`config.mk`:
```
export PLATFORM = sky130hd
export DESIGN_NAME = pid_position_servo
export DESIGN_NICKNAME = d
export VERILOG_FILES = /design/src/hw/rtl/pps_pkg.sv /design/src/hw/rtl/pid_position_servo.sv
export SDC_FILE = /design/constraint.sdc
export NUM_CORES = 2
export LEC_CHECK = 0
export ABC_AREA = 1
export BUFFER_PORTS_ARGS = -buffer_cell sky130_fd_sc_hd__buf_4
export CAP_MARGIN = 20
export CELL_PAD_IN_SITES_DETAIL_PLACEMENT = 0
export CELL_PAD_IN_SITES_GLOBAL_PLACEMENT = 2
export CORE_ASPECT_RATIO = 0.9
export CORE_MARGIN = 8
export CORE_UTILIZATION = 35
export DETAILED_ROUTE_END_ITERATION = 8
export GPL_TIMING_DRIVEN = 0
export PLACE_DENSITY = 0.78
export SYNTH_ARGS = -nofsm -noshare
export SYNTH_HDL_FRONTEND = slang
export SYNTH_SLANG_ARGS = --single-unit
export TNS_END_PERCENT = 20
```
`constraint.sdc`:
```
create_clock -name clk -period 10.35 [get_ports clk]
set_input_delay 0 -clock clk [delete_from_list [all_inputs] [get_ports clk]]
set_output_delay 0 -clock clk [all_outputs]
set_load 0.01 [all_outputs]
```
`src/hw/rtl/pps_pkg.sv`:
```
`default_nettype none
// ---------------------------------------------------------------------------
// pps_pkg
// Shared types and constants of the PID position servo: field widths,
// register map, reset values, sequencer states and serial unit load ports.
// ---------------------------------------------------------------------------
package pps_pkg;

  localparam int ROTATION_DEGREES_DEFAULT = 270;

  localparam int ADC_W    = 12;
  localparam int ADC_MAX  = 4095;
  localparam int POS_W    = 24;
  localparam int GAIN_W   = 16;
  localparam int PERIOD_W = 16;
  localparam int CAL_W    = 18;
  localparam int INTEG_W  = 20;
  localparam int FRAC_W   = 16;   // period is in 1/65536 s
  localparam int DRV_SH   = 8;    // Q8.8 gains
  localparam int MA_W     = 40;   // multiplicand magnitude
  localparam int DVD_W    = 40;   // dividend magnitude
  localparam int ACC_W    = MA_W + GAIN_W + 2;
  localparam int MCNT_W   = $clog2(GAIN_W + 1);
  localparam int DCNT_W   = $clog2(DVD_W + 1);
  localparam int ADDR_W   = 5;
  localparam int DATA_W   = 32;

  localparam logic [POS_W-1:0]    POS_MAX        = 24'h7F_FFFF;
  localparam logic [POS_W-1:0]    POS_MIN        = 24'h80_0000;
  localparam logic [PERIOD_W-1:0] PERIOD_RESET   = 16'd66;
  localparam logic [ADC_W-1:0]    ADC_HIGH_RESET = 12'd4095;
  localparam int                  INTEG_LIMIT    = 262144;

  typedef enum logic [2:0] {
    REG_TARGET,
    REG_GAIN_P,
    REG_GAIN_I,
    REG_GAIN_D,
    REG_PERIOD,
    REG_ADC_LOW,
    REG_ADC_HIGH,
    REG_CAL
  } reg_idx_t;

  typedef enum logic [3:0] {
    ST_IDLE,
    ST_DIV_ANGLE,
    ST_ANGLE,
    ST_ERROR,
    ST_START,
    ST_DIV_DERIV,
    ST_INTEGRAL,
    ST_MUL_P,
    ST_MUL_I,
    ST_MUL_D,
    ST_DRIVE
  } state_t;

  typedef struct packed {
    logic                start;
    logic [MA_W-1:0]     a;
    logic [GAIN_W-1:0]   b;
    logic                neg;
  } mul_load_t;

  typedef struct packed {
    logic                start;
    logic [DVD_W-1:0]    dvd;
    logic [PERIOD_W-1:0] dvs;
    logic [DCNT_W-1:0]   cnt;
    logic                neg;
  } div_load_t;

endpackage
`default_nettype wire

```
`src/hw/rtl/pid_position_servo.sv`:
```
`default_nettype none
// ---------------------------------------------------------------------------
// pid_position_servo
// PID position loop on a potentiometer ADC sample, with integral clamp.
// ---------------------------------------------------------------------------
// One item (ADC sample) in gives one item out: the negated PID drive, its
// saturation flag and the measured angle. Work is done by a bit-serial
// restoring divider and a bit-serial shift-add multiplier, one bit per cycle:
// an angle division of NUM_W steps (29 at 270 degrees), a 40-step derivative
// division that overlaps the 16-step integral multiply, then three 16-step
// gain multiplies. The angle division is skipped when both ends of travel
// are equal. Items are taken one at a time; input is ready again from the
// cycle after the result is registered, even while it still waits on the
// output. Registers are written over APB at 4*index.
module pid_position_servo #(
  parameter int ROTATION_DEGREES = pps_pkg::ROTATION_DEGREES_DEFAULT
) (
  input  wire                          clk,
  input  wire                          rst,
  // s_tdata: adc_sample[11:0], zero fill [15:12]
  input  wire                          s_tvalid,
  output logic                         s_tready,
  input  wire  [15:0]                  s_tdata,
  // m_tdata: drive[23:0], position[47:24]
  output logic                         m_tvalid,
  input  wire                          m_tready,
  output logic [47:0]                  m_tdata,
  // m_tuser: drive_saturated[0]
  output logic                         m_tuser,
  input  wire                          psel,
  input  wire                          penable,
  input  wire                          pwrite,
  input  wire  [pps_pkg::ADDR_W-1:0]   paddr,
  input  wire  [pps_pkg::DATA_W-1:0]   pwdata,
  output logic [pps_pkg::DATA_W-1:0]   prdata,
  output logic                         pready
);

  localparam int ADC_W   = pps_pkg::ADC_W;
  localparam int POS_W   = pps_pkg::POS_W;
  localparam int GAIN_W  = pps_pkg::GAIN_W;
  localparam int PER_W   = pps_pkg::PERIOD_W;
  localparam int CAL_W   = pps_pkg::CAL_W;
  localparam int INTEG_W = pps_pkg::INTEG_W;
  localparam int FRAC_W  = pps_pkg::FRAC_W;
  localparam int MA_W    = pps_pkg::MA_W;
  localparam int DVD_W   = pps_pkg::DVD_W;
  localparam int ACC_W   = pps_pkg::ACC_W;
  localparam int MCNT_W  = pps_pkg::MCNT_W;
  localparam int DCNT_W  = pps_pkg::DCNT_W;
  localparam int DATA_W  = pps_pkg::DATA_W;

  localparam int SCALE   = ROTATION_DEGREES * 256;
  localparam int OFFSET  = ROTATION_DEGREES * 128;
  localparam int NUM_W   = $clog2(pps_pkg::ADC_MAX * SCALE + 1);
  localparam int ANG_W   = (NUM_W + 3 > POS_W + 1) ? NUM_W + 3 : POS_W + 1;
  localparam int DIFF_W  = POS_W + 1;
  localparam int ISUM_W  = POS_W + 2;
  localparam int DER_W   = DVD_W + 1;
  localparam int SH_W    = ACC_W - pps_pkg::DRV_SH;

  localparam logic signed [ISUM_W-1:0] ISUM_MAX = ISUM_W'(pps_pkg::INTEG_LIMIT);
  localparam logic signed [ISUM_W-1:0] ISUM_MIN = -ISUM_W'(pps_pkg::INTEG_LIMIT);

  // configuration
  logic [POS_W-1:0]  target_position;
  logic [GAIN_W-1:0] gain_p;
  logic [GAIN_W-1:0] gain_i;
  logic [GAIN_W-1:0] gain_d;
  logic [PER_W-1:0]  sample_period;
  logic [ADC_W-1:0]  adc_low;
  logic [ADC_W-1:0]  adc_high;
  logic [CAL_W-1:0]  calibration_offset;

  pps_pkg::reg_idx_t reg_idx;
  logic              cfg_wr;

  assign pready  = 1'b1;
  assign reg_idx = pps_pkg::reg_idx_t'(paddr[4:2]);
  assign cfg_wr  = psel & penable & pwrite & pready;

  always_ff @(posedge clk) begin
    if (rst) begin
      target_position    <= '0;
      gain_p             <= '0;
      gain_i             <= '0;
      gain_d             <= '0;
      sample_period      <= pps_pkg::PERIOD_RESET;
      adc_low            <= '0;
      adc_high           <= pps_pkg::ADC_HIGH_RESET;
      calibration_offset <= '0;
    end else if (cfg_wr) begin
      unique case (reg_idx)
        pps_pkg::REG_TARGET:   target_position    <= pwdata[POS_W-1:0];
        pps_pkg::REG_GAIN_P:   gain_p             <= pwdata[GAIN_W-1:0];
        pps_pkg::REG_GAIN_I:   gain_i             <= pwdata[GAIN_W-1:0];
        pps_pkg::REG_GAIN_D:   gain_d             <= pwdata[GAIN_W-1:0];
        pps_pkg::REG_PERIOD:   sample_period      <= pwdata[PER_W-1:0];
        pps_pkg::REG_ADC_LOW:  adc_low            <= pwdata[ADC_W-1:0];
        pps_pkg::REG_ADC_HIGH: adc_high           <= pwdata[ADC_W-1:0];
        pps_pkg::REG_CAL:      calibration_offset <= pwdata[CAL_W-1:0];
        default:               ;
      endcase
    end
  end

  always_comb begin
    unique case (reg_idx)
      pps_pkg::REG_TARGET:   prdata = DATA_W'(target_position);
      pps_pkg::REG_GAIN_P:   prdata = DATA_W'(gain_p);
      pps_pkg::REG_GAIN_I:   prdata = DATA_W'(gain_i);
      pps_pkg::REG_GAIN_D:   prdata = DATA_W'(gain_d);
      pps_pkg::REG_PERIOD:   prdata = DATA_W'(sample_period);
      pps_pkg::REG_ADC_LOW:  prdata = DATA_W'(adc_low);
      pps_pkg::REG_ADC_HIGH: prdata = DATA_W'(adc_high);
      pps_pkg::REG_CAL:      prdata = DATA_W'(calibration_offset);
      default:               prdata = '0;
    endcase
  end

  // bit-serial multiplier: right-shifting shift-add on magnitudes
  pps_pkg::mul_load_t  mul_ld;
  logic [MA_W-1:0]     mul_a;
  logic [MA_W:0]       mul_hi;
  logic [GAIN_W-1:0]   mul_lo;
  logic                mul_neg;
  logic [MCNT_W-1:0]   mul_cnt;
  logic [MA_W+1:0]     mul_sum;
  logic [ACC_W-1:0]    mul_mag;
  logic [ACC_W-1:0]    prod;

  assign mul_sum = {1'b0, mul_hi} + (mul_lo[0] ? {2'b00, mul_a} : '0);
  assign mul_mag = {1'b0, mul_hi, mul_lo};
  assign prod    = mul_neg ? ACC_W'(0) - mul_mag : mul_mag;

  always_ff @(posedge clk) begin
    if (rst) begin
      mul_cnt <= '0;
    end else if (mul_ld.start) begin
      mul_a   <= mul_ld.a;
      mul_hi  <= '0;
      mul_lo  <= mul_ld.b;
      mul_neg <= mul_ld.neg;
      mul_cnt <= MCNT_W'(GAIN_W);
    end else if (mul_cnt != '0) begin
      mul_hi  <= mul_sum[MA_W+1:1];
      mul_lo  <= {mul_sum[0], mul_lo[GAIN_W-1:1]};
      mul_cnt <= mul_cnt - 1'b1;
    end
  end

  // bit-serial restoring divider on magnitudes, quotient shifts into div_dvd
  pps_pkg::div_load_t  div_ld;
  logic [DVD_W-1:0]    div_dvd;
  logic [PER_W-1:0]    div_rem;
  logic [PER_W-1:0]    div_dvs;
  logic                div_neg;
  logic [DCNT_W-1:0]   div_cnt;
  logic [PER_W:0]      div_trial;
  logic                div_fit;

  assign div_trial = {div_rem, div_dvd[DVD_W-1]};
  assign div_fit   = div_trial >= {1'b0, div_dvs};

  always_ff @(posedge clk) begin
    if (rst) begin
      div_cnt <= '0;
    end else if (div_ld.start) begin
      div_dvd <= div_ld.dvd;
      div_rem <= '0;
      div_dvs <= div_ld.dvs;
      div_neg <= div_ld.neg;
      div_cnt <= div_ld.cnt;
    end else if (div_cnt != '0) begin
      div_rem <= div_fit ? PER_W'(div_trial - {1'b0, div_dvs}) : PER_W'(div_trial);
      div_dvd <= {div_dvd[DVD_W-2:0], div_fit};
      div_cnt <= div_cnt - 1'b1;
    end
  end

  // sequencer state and datapath registers
  pps_pkg::state_t state, state_next;

  logic [POS_W-1:0]         position;
  logic [POS_W-1:0]         err;
  logic [POS_W-1:0]         prev_err;
  logic signed [INTEG_W-1:0] integ;
  logic [DER_W-1:0]         deriv;
  logic [ACC_W-1:0]         acc;

  // input side
  logic [ADC_W-1:0]  sample;
  logic [ADC_W:0]    adc_diff;
  logic [ADC_W:0]    adc_den;
  logic [ADC_W-1:0]  diff_mag;
  logic [ADC_W-1:0]  den_mag;
  logic [NUM_W-1:0]  num_mag;

  assign sample   = s_tdata[ADC_W-1:0];
  assign adc_diff = {1'b0, sample} - {1'b0, adc_low};
  assign adc_den  = {1'b0, adc_high} - {1'b0, adc_low};
  assign diff_mag = ADC_W'(adc_diff[ADC_W] ? -adc_diff : adc_diff);
  assign den_mag  = ADC_W'(adc_den[ADC_W] ? -adc_den : adc_den);
  assign num_mag  = NUM_W'(diff_mag * SCALE);

  // angle
  logic [ANG_W-1:0]       q_ext;
  logic [ANG_W-1:0]       angle_raw;
  logic [ANG_W-POS_W:0]   angle_top;
  logic [POS_W-1:0]       angle_sat;

  assign q_ext     = {{(ANG_W-NUM_W){1'b0}}, div_dvd[NUM_W-1:0]};
  assign angle_raw = (div_neg ? ANG_W'(0) - q_ext : q_ext) - ANG_W'(OFFSET)
                   + {{(ANG_W-CAL_W){calibration_offset[CAL_W-1]}}, calibration_offset};
  assign angle_top = angle_raw[ANG_W-1:POS_W-1];
  assign angle_sat = ((&angle_top) | ~(|angle_top)) ? angle_raw[POS_W-1:0]
                   : (angle_raw[ANG_W-1] ? pps_pkg::POS_MIN : pps_pkg::POS_MAX);

  // error and derivative setup
  logic [DIFF_W-1:0] err_raw;
  logic [POS_W-1:0]  err_sat;
  logic [DIFF_W-1:0] derr;
  logic [POS_W-1:0]  derr_mag;
  logic [POS_W-1:0]  err_mag;
  logic [PER_W-1:0]  period_eff;

  assign err_raw  = {position[POS_W-1], position}
                  - {target_position[POS_W-1], target_position};
  assign err_sat  = (err_raw[DIFF_W-1] == err_raw[DIFF_W-2]) ? err_raw[POS_W-1:0]
                  : (err_raw[DIFF_W-1] ? pps_pkg::POS_MIN : pps_pkg::POS_MAX);
  assign derr     = {err[POS_W-1], err} - {prev_err[POS_W-1], prev_err};
  assign derr_mag = POS_W'(derr[DIFF_W-1] ? -derr : derr);
  assign err_mag  = err[POS_W-1] ? -err : err;
  assign period_eff = (sample_period == '0) ? PER_W'(1) : sample_period;

  // integral and gains
  logic signed [ISUM_W-1:0]  step;
  logic signed [ISUM_W-1:0]  integ_sum;
  logic [INTEG_W-1:0]        integ_mag;
  logic [DER_W-1:0]          deriv_new;
  logic [DVD_W-1:0]          deriv_mag;
  logic [GAIN_W-1:0]         kp_mag;
  logic [GAIN_W-1:0]         ki_mag;
  logic [GAIN_W-1:0]         kd_mag;

  assign step      = $signed(prod[FRAC_W+ISUM_W-1:FRAC_W]);
  assign integ_sum = ISUM_W'(integ) + step;
  assign integ_mag = integ[INTEG_W-1] ? INTEG_W'(-integ) : INTEG_W'(integ);
  assign deriv_new = div_neg ? DER_W'(0) - {1'b0, div_dvd} : {1'b0, div_dvd};
  assign deriv_mag = DVD_W'(deriv[DER_W-1] ? -deriv : deriv);
  assign kp_mag    = gain_p[GAIN_W-1] ? -gain_p : gain_p;
  assign ki_mag    = gain_i[GAIN_W-1] ? -gain_i : gain_i;
  assign kd_mag    = gain_d[GAIN_W-1] ? -gain_d : gain_d;

  // drive
  logic [SH_W:0]          drv_raw;
  logic [SH_W-POS_W+1:0]  drv_top;
  logic                   drv_fit;
  logic [POS_W-1:0]       drv_sat;
  logic                   out_free;

  assign drv_raw  = (SH_W+1)'(0) - {acc[ACC_W-1], acc[ACC_W-1:pps_pkg::DRV_SH]};
  assign drv_top  = drv_raw[SH_W:POS_W-1];
  assign drv_fit  = (&drv_top) | ~(|drv_top);
  assign drv_sat  = drv_fit ? drv_raw[POS_W-1:0]
                  : (drv_raw[SH_W] ? pps_pkg::POS_MIN : pps_pkg::POS_MAX);
  assign out_free = ~m_tvalid | m_tready;

  assign s_tready = (state == pps_pkg::ST_IDLE);

  always_ff @(posedge clk) begin
    if (rst) begin
      state <= pps_pkg::ST_IDLE;
    end else begin
      state <= state_next;
    end
  end

  always_comb begin
    state_next = state;
    mul_ld     = '0;
    div_ld     = '0;
    unique case (state)
      pps_pkg::ST_IDLE: begin
        if (s_tvalid) begin
          div_ld.start = 1'b1;
          div_ld.dvs   = PER_W'(den_mag);
          div_ld.neg   = adc_diff[ADC_W] ^ adc_den[ADC_W];
          if (adc_den != '0) begin
            div_ld.dvd = {num_mag, {(DVD_W-NUM_W){1'b0}}};
            div_ld.cnt = DCNT_W'(NUM_W);
          end
          state_next = pps_pkg::ST_DIV_ANGLE;
        end
      end
      pps_pkg::ST_DIV_ANGLE: begin
        if (div_cnt == '0) state_next = pps_pkg::ST_ANGLE;
      end
      pps_pkg::ST_ANGLE: state_next = pps_pkg::ST_ERROR;
      pps_pkg::ST_ERROR: state_next = pps_pkg::ST_START;
      pps_pkg::ST_START: begin
        mul_ld.start = 1'b1;
        mul_ld.a     = MA_W'(err_mag);
        mul_ld.b     = period_eff;
        mul_ld.neg   = err[POS_W-1];
        div_ld.start = 1'b1;
        div_ld.dvd   = {derr_mag, {FRAC_W{1'b0}}};
        div_ld.dvs   = period_eff;
        div_ld.cnt   = DCNT_W'(DVD_W);
        div_ld.neg   = derr[DIFF_W-1];
        state_next   = pps_pkg::ST_DIV_DERIV;
      end
      pps_pkg::ST_DIV_DERIV: begin
        if (div_cnt == '0 && mul_cnt == '0) state_next = pps_pkg::ST_INTEGRAL;
      end
      pps_pkg::ST_INTEGRAL: begin
        mul_ld.start = 1'b1;
        mul_ld.a     = MA_W'(err_mag);
        mul_ld.b     = kp_mag;
        mul_ld.neg   = err[POS_W-1] ^ gain_p[GAIN_W-1];
        state_next   = pps_pkg::ST_MUL_P;
      end
      pps_pkg::ST_MUL_P: begin
        if (mul_cnt == '0) begin
          mul_ld.start = 1'b1;
          mul_ld.a     = MA_W'(integ_mag);
          mul_ld.b     = ki_mag;
          mul_ld.neg   = integ[INTEG_W-1] ^ gain_i[GAIN_W-1];
          state_next   = pps_pkg::ST_MUL_I;
        end
      end
      pps_pkg::ST_MUL_I: begin
        if (mul_cnt == '0) begin
          mul_ld.start = 1'b1;
          mul_ld.a     = deriv_mag;
          mul_ld.b     = kd_mag;
          mul_ld.neg   = deriv[DER_W-1] ^ gain_d[GAIN_W-1];
          state_next   = pps_pkg::ST_MUL_D;
        end
      end
      pps_pkg::ST_MUL_D: begin
        if (mul_cnt == '0) state_next = pps_pkg::ST_DRIVE;
      end
      pps_pkg::ST_DRIVE: begin
        if (out_free) state_next = pps_pkg::ST_IDLE;
      end
      default: state_next = pps_pkg::ST_IDLE;
    endcase
  end

  // datapath
  always_ff @(posedge clk) begin
    if (rst) begin
      prev_err <= '0;
      integ    <= '0;
    end else begin
      unique case (state)
        pps_pkg::ST_ANGLE: position <= angle_sat;
        pps_pkg::ST_ERROR: err      <= err_sat;
        pps_pkg::ST_START: prev_err <= err;
        pps_pkg::ST_INTEGRAL: begin
          priority if (integ_sum > ISUM_MAX) integ <= INTEG_W'(ISUM_MAX);
          else if (integ_sum < ISUM_MIN)     integ <= INTEG_W'(ISUM_MIN);
          else                               integ <= INTEG_W'(integ_sum);
          deriv <= deriv_new;
          acc   <= '0;
        end
        pps_pkg::ST_MUL_P, pps_pkg::ST_MUL_I, pps_pkg::ST_MUL_D: begin
          if (mul_cnt == '0) acc <= acc + prod;
        end
        default: ;
      endcase
    end
  end

  // output register
  always_ff @(posedge clk) begin
    if (rst) begin
      m_tvalid <= 1'b0;
    end else if (state == pps_pkg::ST_DRIVE && out_free) begin
      m_tvalid <= 1'b1;
      m_tdata  <= {position, drv_sat};
      m_tuser  <= ~drv_fit;
    end else if (m_tready) begin
      m_tvalid <= 1'b0;
    end
  end

endmodule
`default_nettype wire
```
# After elaboration in Yosys (flattened, before gate mapping)
# Cells that the tools add are included.
# totals
reg_bits	557
in_bits	60
output_inout_bits	84
elab_cells	190
# op_classes
addsub	25
multipliers	1
order_cmp	3
eq_ne	26
muxes	53
bitwise_logic	14
n_reduce_logical	38
# op_table
cell	count
$pmux 32 s8	1
$mux 40	6
$mux 58	4
$pmux 58 s4	1
$mux 24	8
$mux 16	8
$pmux 64 s2	1
$pmux 58 s2	1
$mux 64	1
$mux 20	3
$add 58x58->58	1
$sub 1x57->58 const A	1
$sub 1x50->51 const A	1
$sub 24x24->25	2
$neg 16->16	3
$neg 24->24	2
$pmux 4 s11	1
$add 41x40->42	1
$mux 41	1
$sub 1x40->41 const A	1
$neg 40->40	1
$add 32x32->32	1
$mux 32	1
$reduce_and 2->1	16
49 further kinds	93

# Logic depth before layout (Yosys ltp)
# logic_depth
word_depth	9
depth_mapped	35
ltp_nobuf	35

# Worst setup path before layout
# Ideal clock, no wire load.
# synth_path
path_kind	reg-to-reg
from	register mul_cnt[0]
to	register acc[0], enable pin
setup_time_ns	0.560
arrival_time_ns	5.453
t_required_ns	9.790
slack_ns	4.337
stages_incl_launch_ff	9
path_buffers	0
period_less_slack_ns	6.013
path_cell_list	dfxtp_1 > inv_1 > ha_1 > nand3_1 > nor2_1 > inv_1 > nand2_1 > inv_1 > a211oi_1
# synth_between
elab_chain_cells	3
# synth_lines
element	line	text
start: declaration	pid_position_servo.sv:127	logic [MCNT_W-1:0] mul_cnt;
start signal: assignment	pid_position_servo.sv:144	mul_cnt <= MCNT_W'(GAIN_W);
start signal: assignment	pid_position_servo.sv:148	mul_cnt <= mul_cnt - 1'b1;
$logic_not 5->1	pid_position_servo.sv:369	if (mul_cnt == '0) acc <= acc + prod;
$ne 2x2->1 (no line)	n/a	
$reduce_and 3->1 (no line)	n/a	
end signal: assignment	pid_position_servo.sv:369	
end: declaration	pid_position_servo.sv:189	logic [ACC_W-1:0] acc;
# No other way between the ends.
# A chain may end at the register's enable or synchronous reset.

# Worst setup path after layout
# layout_path
from	register mul_lo[0]
to	register integ[17]
# layout_between
elab_chain_cells	6
word_cells_on_any_way	7
cone_classes	2 x add/sub; 2 x order compare; 3 x mux
# layout_lines
element	line	text
start: declaration	pid_position_servo.sv:125	logic [GAIN_W-1:0] mul_lo;
start signal: assignment	pid_position_servo.sv:142	mul_lo <= mul_ld.b;
start signal: assignment	pid_position_servo.sv:147	mul_lo <= {mul_sum[0], mul_lo[GAIN_W-1:1]};
$sub 1x57->58 (*)	pid_position_servo.sv:134	assign prod = mul_neg ? ACC_W'(0) - mul_mag : mul_mag;
$mux 58 (*)	pid_position_servo.sv:134	
$add 20x26->26 (*)	pid_position_servo.sv:247	assign integ_sum = ISUM_W'(integ) + step;
$lt 26x19->1	pid_position_servo.sv:363	else if (integ_sum < ISUM_MIN) integ <= INTEG_W'(ISUM_MIN);
$mux 20	pid_position_servo.sv:363	
$mux 20 (*)	pid_position_servo.sv:362	priority if (integ_sum > ISUM_MAX) integ <= INTEG_W'(ISUM_MAX);
end signal: assignment	pid_position_servo.sv:362	
end signal: assignment	pid_position_servo.sv:363	
end signal: assignment	pid_position_servo.sv:364	else integ <= INTEG_W'(integ_sum);
end: declaration	pid_position_servo.sv:187	logic signed [INTEG_W-1:0] integ;
# Every way passes the cells marked *; elsewhere a longest branch is shown, timed or not.

==> tab_implementation.tex <==
\begin{tabular}{lr}
\hline
Metric & Value \\
\hline
\multicolumn{2}{l}{\textbf{Logic synthesis}} \\
\quad Distinct cell type count after synthesis & 72 \\
\quad Top post-synthesis cells by count & 1416 x sky130\_fd\_sc\_hd\_\_nand2\_1, 996 x sky130\_fd\_sc\_hd\_\_inv\_1, 715 x sky130\_fd\_sc\_hd\_\_nor2\_1 \\
\quad Area share of the leading cell type in the synthesized netlist & 23.7\% \\
\quad Average instance area after synthesis & 6.96 sq um \\
\quad Portion of the post-synthesis area used by sequential elements & 31.9\% \\
\quad Cell type contributing the most total cell area after synthesis & sky130\_fd\_sc\_hd\_\_edfxtp\_1 \\
\quad Combinational family with the most area after synthesis & simple AND/OR/NAND/NOR gates \\
\quad Yosys Warn Count & 0 \\
\quad Primary flip-flop cell chosen by synthesis mapping & sky130\_fd\_sc\_hd\_\_edfxtp\_1 \\
\quad Area share of xor/xnor cells in the synthesized design & 4.83\% \\
\quad Synthesized-area fraction occupied by ao, oa, aoi and oai cells & 17.7\% \\
\quad Fraction of registers with async set or reset after synthesis & 0\% \\
\quad Most common cell in the netlist & sky130\_fd\_sc\_hd\_\_nand2\_1 \\
\quad Fraction of the mapped netlist area in simple logic gates & 26.0\% \\
\quad Flip-flop and latch count after synthesis & 557 \\
\quad Adder-cell share of the synthesized area & 9.78\% \\
\quad Synthesized instance count & 6675 \\
\quad Synthesized cell area & 46400 sq um \\
\quad Number of synthesized flops with an enable pin & 367 \\
\quad Multiplexer share of the synthesized area & 0\% \\
\quad Top area cells in the synthesized netlist & sky130\_fd\_sc\_hd\_\_edfxtp\_1 24\%, sky130\_fd\_sc\_hd\_\_nand2\_1 11\%, sky130\_fd\_sc\_hd\_\_ha\_1 8.7\%, sky130\_fd\_sc\_hd\_\_dfxtp\_1 8.2\%, sky130\_fd\_sc\_hd\_\_inv\_1 8.1\% \\
\multicolumn{2}{l}{\textbf{Critical path}} \\
\quad Startpoint type of the worst setup path & flip-flop \\
\quad Category of the critical setup timing path & reg2reg \\
\quad Maximum fanout count along the critical path & 10 \\
\quad Critical Path AT & 7.19 ns \\
\quad Data required time at the worst endpoint & 10.94 ns \\
\quad Nature of the critical path endpoint & flip-flop \\
\quad Buffers and inverters on the worst path & 7 \\
\quad Slowest Stage Delay on Critical Path & 0.54 ns \\
\quad Kind of cell with the highest combined delay on the critical path & simple AND/OR/NAND/NOR gates \\
\quad Cell with the largest stage delay on the worst path & sky130\_fd\_sc\_hd\_\_xor2\_1 \\
\quad Most used cell along the critical path & sky130\_fd\_sc\_hd\_\_nand2\_1 \\
\quad Worst-case register-to-register setup slack & 3.75 ns \\
\multicolumn{2}{l}{\textbf{Global routing}} \\
\quad GRT Overall Usage & 25.5\% \\
\quad Wire length of the first global-routing pass & 281 mm \\
\quad Maximum number of pins on one net before global-route repair & 37 \\
\quad Total global routing overflow & 0 \\
\quad Number of antenna violations at the first check in global routing & 5 \\
\quad Via count of the first global-routing pass & 43.9k \\
\multicolumn{2}{l}{\textbf{Placed design}} \\
\quad GPL Wtd Cong & 0.927 \\
\quad Number of input and output port buffers inserted & 119 \\
\quad Half-perimeter wire length of the detailed placement result & 158 mm \\
\multicolumn{2}{l}{\textbf{STA}} \\
\quad Maximum clock frequency & 0.152 GHz \\
\quad Sum of negative setup slack & 0 ns \\
\quad Slew Limit Fails & 0 \\
\quad RSZ-0062 raised after global routing & no \\
\quad Headroom to the max-slew limit & 27.3\% \\
\quad Final worst path period share & 63.8\% \\
\quad Clock period minus final worst setup slack & 6.60 ns \\
\quad Slew at the pin closest to its max-slew limit & 1.09 ns \\
\quad Fin Clk Skew & 0.0426 ns \\
\quad Total of endpoints with negative setup slack in the final report & 0 \\
\quad Final Hold Viols & 0 \\
\multicolumn{2}{l}{\textbf{Floorplan}} \\
\quad Die X & 400 um \\
\quad Row cnt & 126 \\
\quad Area of the die & 145000 sq um \\
\quad Die height & 362 um \\
\quad Floorplan core area & 131000 sq um \\
\quad Initial standard-cell utilization of the core & 35.3\% \\
\quad I/O pin cnt & 144 \\
\multicolumn{2}{l}{\textbf{Clock network}} \\
\quad Num CTS Buffers & 71 \\
\quad CTS H-tree lvls & 3 \\
\quad Cells resized by post-CTS repair & 0 \\
\quad Root cell of the clock tree & sky130\_fd\_sc\_hd\_\_clkbuf\_16 \\
\quad CTS tree & built \\
\quad Clock Latency Late Sink & 0.69 ns \\
\quad Clk buf depth & 3 \\
\quad Clock slew at reported path FFs & 0.06 ns \\
\quad Clock sink count & 557 \\
\quad Postcts setup bufs & 0 \\
\multicolumn{2}{l}{\textbf{Power and ir drop}} \\
\quad Share of power burned in combinational logic & 58.6\% \\
\quad Flop pwr share & 24.0\% \\
\quad Switching part of the total & 50.3\% \\
\quad Worst supply voltage drop on vdd & 0.272 mV \\
\quad Pint & 7.43 mW \\
\quad Power spent charging and discharging nets & 7.52 mW \\
\quad Clock group share of total power & 17.4\% \\
\quad Power density relative to cell area & 284 nW/um\^{}2 \\
\quad Leakage power total & 23.0 nW \\
\quad Power Total & 14.9 mW \\
\multicolumn{2}{l}{\textbf{Detailed routing}} \\
\quad DRT Pass-1 Iters & 6 \\
\quad Total wirelength of the detailed-routed design & 190 mm \\
\quad Routed via count divided by cell count & 5.26 \\
\quad DRC violations left & 0 \\
\quad Antenna-violating nets left & 0 \\
\quad Via count of the routed design & 45.9k \\
\quad Average wire length per cell after detail routing & 21.8 um \\
\quad DR iter-0 viols & 4152 \\
\multicolumn{2}{l}{\textbf{Run status}} \\
\quad Outcome & completed \\
\multicolumn{2}{l}{\textbf{Flow run}} \\
\quad Number of max-capacitance violations reported & 0 \\
\multicolumn{2}{l}{\textbf{Layout}} \\
\quad Share of cells above drive strength 1 & 5.01\% \\
\quad Count of filler cells inserted in the layout & 14.1k \\
\quad Growth of design area from synthesis to finish & 13.2\% \\
\quad Ant diodes & 0 \\
\quad Net count reported at finish & 7336 \\
\multicolumn{2}{l}{\textbf{Hold path}} \\
\quad Path class of the lowest-slack min-delay path & in2reg \\
\hline
\end{tabular}
-- layout make-up --
class,instances,area [sq um],share of cell area (%)
Sequential cell,557,14800,28.2
Buffer,161,718,1.37
Multi-Input combinational cell,4952,27200,51.7
Clock inverter,40,464,0.883
Tap cell,1728,2160,4.11
Clock buffer,92,1900,3.61
Timing Repair Buffer,173,1540,2.92
Inverter,1012,3800,7.23
-- worst paths after layout --
kind / start / to / cells past startpoint
worst min register to register: prev_err[13] / prev_err[13] / 2
worst max-delay path: mul_lo[0] / integ[17] / 30
worst min-delay path: paddr[3] / gain_p[5] / 6
worst max register to register: mul_lo[0] / integ[17] / 30
-- per-layer routing --
layer | vias to the layer above | track usage, % | routed length (um)
met1 | 21500 | 35.4 | 88000
met5 | - | 0 | 0
met2 | 1214 | 41.7 | 86100
met4 | 0 | 7.46 | 6310
met3 | 224 | 2.64 | 9160
li1 | 22900 | - | -
-- cells by family after synthesis --
kind of cell | count (synthesis)
compound gates | 1487
xor+xnor | 255
fa+ha+maj | 348
buf+inv | 1173
flops | 557
other cells | 2
simple gates | 2853
-- power by group through the flow --
stage / clock network (mW) / registers [mW] / logic [mW]
6_report: 2.60 / 3.59 / 8.76
3_5_place_dp: 0 / 3.63 / 8.66
2_1_floorplan: 0 / 3.44 / 6.10
3_3_place_gp: 0 / 3.66 / 8.59
5_1_grt: 2.73 / 3.63 / 9.84
4_1_cts: 2.64 / 3.58 / 8.73
-- state kept, by name, indices dropped and copies added, names as in the netlist, 24 cells and up --
| name | cells |
|---|---|
| mul_a | 40 |
| target_position | 24 |
| position | 24 |
| mul_hi | 41 |
| acc | 58 |
| div_dvd | 40 |
| m_tdata | 48 |
| err | 24 |
| deriv | 41 |
| prev_err | 24 |
-- metrics by stage --
step           std cells  setup WS (ns)  utilization [%]  hold WS (ns)  cell area, sq um
3_5_place_dp        8549           3.90             37.9         0.287             49900
3_3_place_gp        8529          0.380             37.7         0.281             49500
5_1_grt             8715           3.32             40.0         0.117             52600
4_1_cts             8715           3.86             40.0        0.0379             52600
6_report            8715           3.75             40.0        0.0809             52600
2_1_floorplan       6682           4.34                -         0.113             46500
-- worst register-to-register path: cells and delay by family (launching register included) --
family,cells,cell delay [ns]
compound gates,5,1.49
xor+xnor,1,0.54
fa+ha+maj,2,0.60
buf+inv,7,1.01
flops,1,0.41
simple gates,15,2.45
-- cells in the final DEF (no fill, tap or decap), types with 80 or more instances in the layout --
cell type and count:
sky130_fd_sc_hd__edfxtp_1 367, sky130_fd_sc_hd__clkbuf_1 130, sky130_fd_sc_hd__dfxtp_1 190, sky130_fd_sc_hd__ha_1 323, sky130_fd_sc_hd__xor2_1 174, sky130_fd_sc_hd__xnor2_1 80, sky130_fd_sc_hd__a21oi_1 636, sky130_fd_sc_hd__nor2_1 709
sky130_fd_sc_hd__o21ai_0 530, sky130_fd_sc_hd__nand4_1 109, sky130_fd_sc_hd__buf_4 136, sky130_fd_sc_hd__inv_1 995, sky130_fd_sc_hd__nand3_1 352, sky130_fd_sc_hd__nand2_1 1416, sky130_fd_sc_hd__nor3_1 136
-- what timing repair did --
action | CTS | global route
setup endpoints to repair | 0 | 0
hold buffers | 34 | 0
endpoints found under the hold margin | 133 | 0
(Power assumes the default switching activity.)
